### src/design/qpip_pkg.sv
`timescale 1ns / 1ps
// shared types and constants for the quad point-in-polygon ray cast core
package qpip_pkg;

	localparam int COORD_W   = 20;
	localparam int CELL_W    = 10;
	localparam int COST_W    = 5;
	localparam int COUNT_W   = 3;
	localparam int SIDES     = 4;
	localparam int COEF_W    = COORD_W + 1;
	localparam int CPROD_W   = 2 * COORD_W;
	localparam int CFG_IDX_W = 3;

	typedef logic [CFG_IDX_W-1:0]      cfg_idx_t;
	typedef logic signed [COORD_W-1:0] coord_t;
	typedef logic signed [COEF_W-1:0]  coef_t;
	typedef logic signed [CPROD_W-1:0] cprod_t;
	typedef logic [CELL_W-1:0]         cell_t;
	typedef logic [COST_W-1:0]         cost_t;
	typedef logic [COUNT_W-1:0]        count_t;

	// configuration register map
	localparam cfg_idx_t REG_VERTEX0_X = 3'd0;
	localparam cfg_idx_t REG_VERTEX0_Y = 3'd1;
	localparam cfg_idx_t REG_VERTEX1_X = 3'd2;
	localparam cfg_idx_t REG_VERTEX1_Y = 3'd3;
	localparam cfg_idx_t REG_VERTEX2_X = 3'd4;
	localparam cfg_idx_t REG_VERTEX2_Y = 3'd5;
	localparam cfg_idx_t REG_VERTEX3_X = 3'd6;
	localparam cfg_idx_t REG_VERTEX3_Y = 3'd7;

	// sign of a line evaluation
	typedef struct packed {
		logic neg;
		logic zero;
	} sign_t;

	// per-stage load enables from the pipeline control
	typedef struct packed {
		logic s1;
		logic s2;
		logic s3;
		logic s4;
	} stage_en_t;

endpackage

### src/design/qpip_classify.sv
`timescale 1ns / 1ps
// crossing count, inside decision, class lookup and result register
module qpip_classify #(
	parameter int MAX_COST_LEVEL = 20
) (
	input  logic                clk,
	input  logic                en_s4,
	input  qpip_pkg::sign_t     org_sign_s3 [qpip_pkg::SIDES],
	input  qpip_pkg::sign_t     pnt_sign_s3 [qpip_pkg::SIDES],
	input  qpip_pkg::sign_t     vtx_sign_s3 [qpip_pkg::SIDES],
	input  logic                on_grid_s3,
	input  qpip_pkg::cost_t     cost_s3,
	output logic                inside_s4,
	output qpip_pkg::count_t    count_s4,
	output qpip_pkg::cost_t     class_s4,
	output logic                cost_bad_s4
);

	localparam int SIDES   = qpip_pkg::SIDES;
	localparam int COST_W  = qpip_pkg::COST_W;
	localparam int COUNT_W = qpip_pkg::COUNT_W;
	localparam int CW1     = COST_W + 1;
	localparam logic [CW1-1:0] COST_MAX = CW1'(MAX_COST_LEVEL);
	localparam logic [CW1-1:0] COST_TOP = CW1'(MAX_COST_LEVEL + 1);
	localparam qpip_pkg::cost_t TOP_CLASS = COST_W'(1);

	// both points strictly on one side of a line
	function automatic logic strict_same(qpip_pkg::sign_t a, qpip_pkg::sign_t b);
		return !a.zero && !b.zero && (a.neg == b.neg);
	endfunction

	logic [SIDES-1:0]  crossed;
	qpip_pkg::count_t  count;
	logic              in_poly;
	logic              cost_ok;
	qpip_pkg::cost_t   cls;

	always_comb begin
		count = '0;
		for (int k = 0; k < SIDES; k++) begin
			crossed[k] = !strict_same(org_sign_s3[k], pnt_sign_s3[k]) &&
			             !strict_same(vtx_sign_s3[k], vtx_sign_s3[(k + 1) % SIDES]);
			count = count + COUNT_W'(crossed[k]);
		end
		if (!on_grid_s3) begin
			count = '0;
		end
		in_poly = count[0];
		cost_ok = (cost_s3 != '0) && ({1'b0, cost_s3} <= COST_TOP);
		cls     = '0;
		if (in_poly && cost_ok) begin
			cls = ({1'b0, cost_s3} <= COST_MAX) ? cost_s3 + COST_W'(1) : TOP_CLASS;
		end
	end

	always_ff @(posedge clk) begin
		if (en_s4) begin
			inside_s4   <= in_poly;
			count_s4    <= count;
			class_s4    <= cls;
			cost_bad_s4 <= !cost_ok;
		end
	end

endmodule
### config.mk
export PLATFORM = sky130hd
export DESIGN_NAME = qpip_classify
export DESIGN_NICKNAME = d
export VERILOG_FILES = /design/src/design/qpip_pkg.sv /design/src/design/qpip_classify.sv
export SDC_FILE = /design/constraint.sdc
export NUM_CORES = 1
export LEC_CHECK = 0
export BUFFER_PORTS_ARGS = -buffer_cell sky130_fd_sc_hd__buf_4
export CORE_AREA = 2 2 42 44
export CTS_CLUSTER_SIZE = 30
export DETAILED_ROUTE_END_ITERATION = 10
export DIE_AREA = 0 0 44 46
export HOLD_SLACK_MARGIN = 0.08
export PLACE_DENSITY = 0.8
export SYNTH_ARGS = -nofsm -noshare
export SYNTH_HDL_FRONTEND = slang
export SYNTH_SLANG_ARGS = --single-unit
### constraint.sdc
create_clock -name clk -period 4 [get_ports clk]
set_input_delay 0.4 -clock clk [delete_from_list [all_inputs] [get_ports clk]]
set_output_delay 0.4 -clock clk [all_outputs]
set_load 0.005 [all_outputs]
==> impl_metrics.toml <==
[synth]
syn_nets = 100
synthMuxAreaShare_pct = 0
synth_fa_ha_area_share_pct = 12.5
ys.warnings.count = 0
yosys.area_share.xor_xnor_pct = 14.6
yosysSeqAreaShare_pct = 40.9
synth-simple-area-share_pct = 18.0
syn_area_um2 = 661
syn_area_per_cell_um2 = 10.7
synthCells = 62
synth_top_area_cell = "edfxtp_1"
synth_top_cells_by_area = "edfxtp_1 41%, xor2_1 12%, ha_1 9.5%"
yosysTopAreaCellShare_pct = 40.9
synth_top_family_by_area = "simple AND/OR/NAND/NOR gates"
yosysUniqueCellTypes = 20
netlist_top_cells_count = "9 x edfxtp_1, 9 x xor2_1, 8 x nor3_1, 5 x ha_1, 5 x nor2_1"
ys_ff_latch = 9
async_flop_share_pct = 0
synth_ff_type = "edfxtp_1"
synth-compound-area-share_pct = 10.6
synth-edff-count = 9

[route]
dr.pass1.iters = 4
routedWlPerCell_um = 10.9
antenna_left = 0
drt_iter0_drc = 2
via_per_inst = 4.91
drt-total-wl_um = 1340
via_count = 604
drcViolationCount = 0

[timing]
slew_violations = 0
final-setup-viol-count = 0
rsz0062_at_grt = "false"
min_period_ns = 2.38
max_freq_mhz = 421
maxSlewHeadroom_pct = 72.9
fin_crit_sh_pct = 59.4
fin_tns_setup_ns = 0
worstMarginPinSlew_ns = 0.405
hold_viol = 0

[power]
leakagePower_nw = 0.452
cellInternalPower_w = 0.000209
netSwitchingFraction_pct = 24.4
pwr-share-clk_pct = 24.0
power_frac_seq_pct = 43.3
p_switching_w = 0.0000672
power_frac_comb_pct = 32.7
totalPowerFinal_w = 0.000276
powerDensity_nw_per_um2 = 274
vdd_drop_max_mv = 0.174

[clock_tree]
clk_path_buf_depth = 2
cts_buffers = 3
clock-sinks = 9
post_cts_buffers = 0
cts-root-buf = "clkbuf_4"
ctsHoldBuffers = 0
cts_tree = "built"
clkTransAtPathRegs_ns = 0.06
cts_resized = 0
cts_htree_levels = 1

[global_route]
grt_overflow_total = 0
grt_max_degree = 10
grt_pass1_vias = 556
grt_antenna_before_repair = 0
grt_pass1_wl_um = 2300
grtUsageTotal_pct = 15.4

[run]
cap_violations = 0

[place]
place.gp.congestion = 0.785
port_buffers = 41
hpwl_um = 1230

[setup_path]
start_kind = "input port"
crit_family = "simple AND/OR/NAND/NOR gates"
crit_type = "in -> reg"
cp_cell_sequence = "buf_4 -> xor2_1 -> nor3_1 -> nor2_1 -> fa_1 -> ha_1 -> and2_1 -> or3b_4 -> a211oi_1"
critPathMaxFanout = 5
worst-path-buf-inv = 1
required_ns = 4.08
cp_slowest_cell = "fa_1"
max_stage_delay_ns = 0.46
critPathArrivalTime_ns = 2.46
end_kind = "flop"

[finish]
layout-drive-gt1-share_pct = 42.5
nNetsFinal = 145
fillers = 140
n_antenna_cell = 0
syn2layout_area_growth_pct = 52.7

[floorplanning]
die_h_um = 46
fp-row-count = 15
pin_count = 42
die_area_um2 = 2020
fp.dieW_um = 44
coreArea_um2 = 1610
start_util_pct = 40.9

[min_path]
hold_class = "in -> reg"

[outcome]
outcome = "finished, final reports clean"
-- placed cells by master (no fill, tap or decap) --
master and instances:
a211oi_1 4, clkbuf_1 1, a2bb2oi_1 1, nand3_1 2, xor2_1 9, inv_1 4
nor2_1 5, edfxtp_1 9, buf_4 41, or3b_4 1, nor3_1 8, o21a_1 1
fa_1 1, o211ai_1 1, nor3b_1 1, o2111ai_1 1, xnor2_1 2, clkbuf_4 3
ha_1 5, nand2b_1 2, and2_1 3, a21boi_1 1
-- power groups by stage --
stage | Combinational, W | Clock (W) | Sequential (W)
6_report | 0.0000902 | 0.0000663 | 0.000119
5_1_grt | 0.000102 | 0.0000714 | 0.000120
4_1_cts | 0.0000915 | 0.0000677 | 0.000120
3_5_place_dp | 0.0000910 | 0 | 0.000122
3_3_place_gp | 0.0000878 | 0 | 0.000121
2_1_floorplan | 0.0000373 | 0 | 0.000123
-- registers in the layout, summed over array words and instances, names as in the netlist --
register and cells:
inside_s4 1, class_s4 5, count_s4 2, cost_bad_s4 1
-- per-stage QoR --
| stage | setup WS, ns | hold WS, ns | cells | cell area (µm²) | utilization [%] |
|---|---|---|---|---|---|
| CTS | 1.61 | 0.430 | 123 | 1010 | 62.5 |
| floorplan | 1.64 | 0.512 | 62 | 661 | - |
| finish | 1.62 | 0.430 | 123 | 1010 | 62.5 |
| global placement | 1.39 | 0.691 | 119 | 982 | 60.9 |
| detailed placement | 1.35 | 0.696 | 119 | 982 | 60.9 |
| global route | 1.45 | 0.435 | 123 | 1010 | 62.5 |
-- cell families (layout without fill, tap and decap cells) --
group / count (synthesis) / in the layout
buffers and inverters: 5 / 49
and+or+nand+nor: 22 / 22
AOI/OAI and AO/OA: 9 / 9
DFF: 9 / 9
adders and majority gates: 6 / 6
xor gates and xnor gates: 11 / 11
-- layer usage --
metal / vias up / GRT usage [%] / wire length (µm)
li1: 311 / - / -
met1: 276 / 19.1 / 527
met2: 17 / 26.8 / 754
met3: 0 / 3.97 / 60
met4: 0 / 3.64 / 0
met5: - / 0 / 0
-- path summary, 6_finish.rpt --
kind,from,depth (start not counted),endpoint,slack (ns)
max,vtx_sign_s3[5],9,class_s4[2],1.62
min,en_s4,1,count_s4[1],0.43
-- final cells by class --
class / count / area [µm²] / area share [%]
multi-input cells: 48 / 368 / 36.5
repair buffers: 41 / 308 / 30.5
flip-flops and latches: 9 / 270 / 26.8
inverters: 4 / 15.0 / 1.49
well taps: 17 / 21.3 / 2.11
clock buffers: 4 / 26.3 / 2.61
Power figures use the tool's default switching activity.
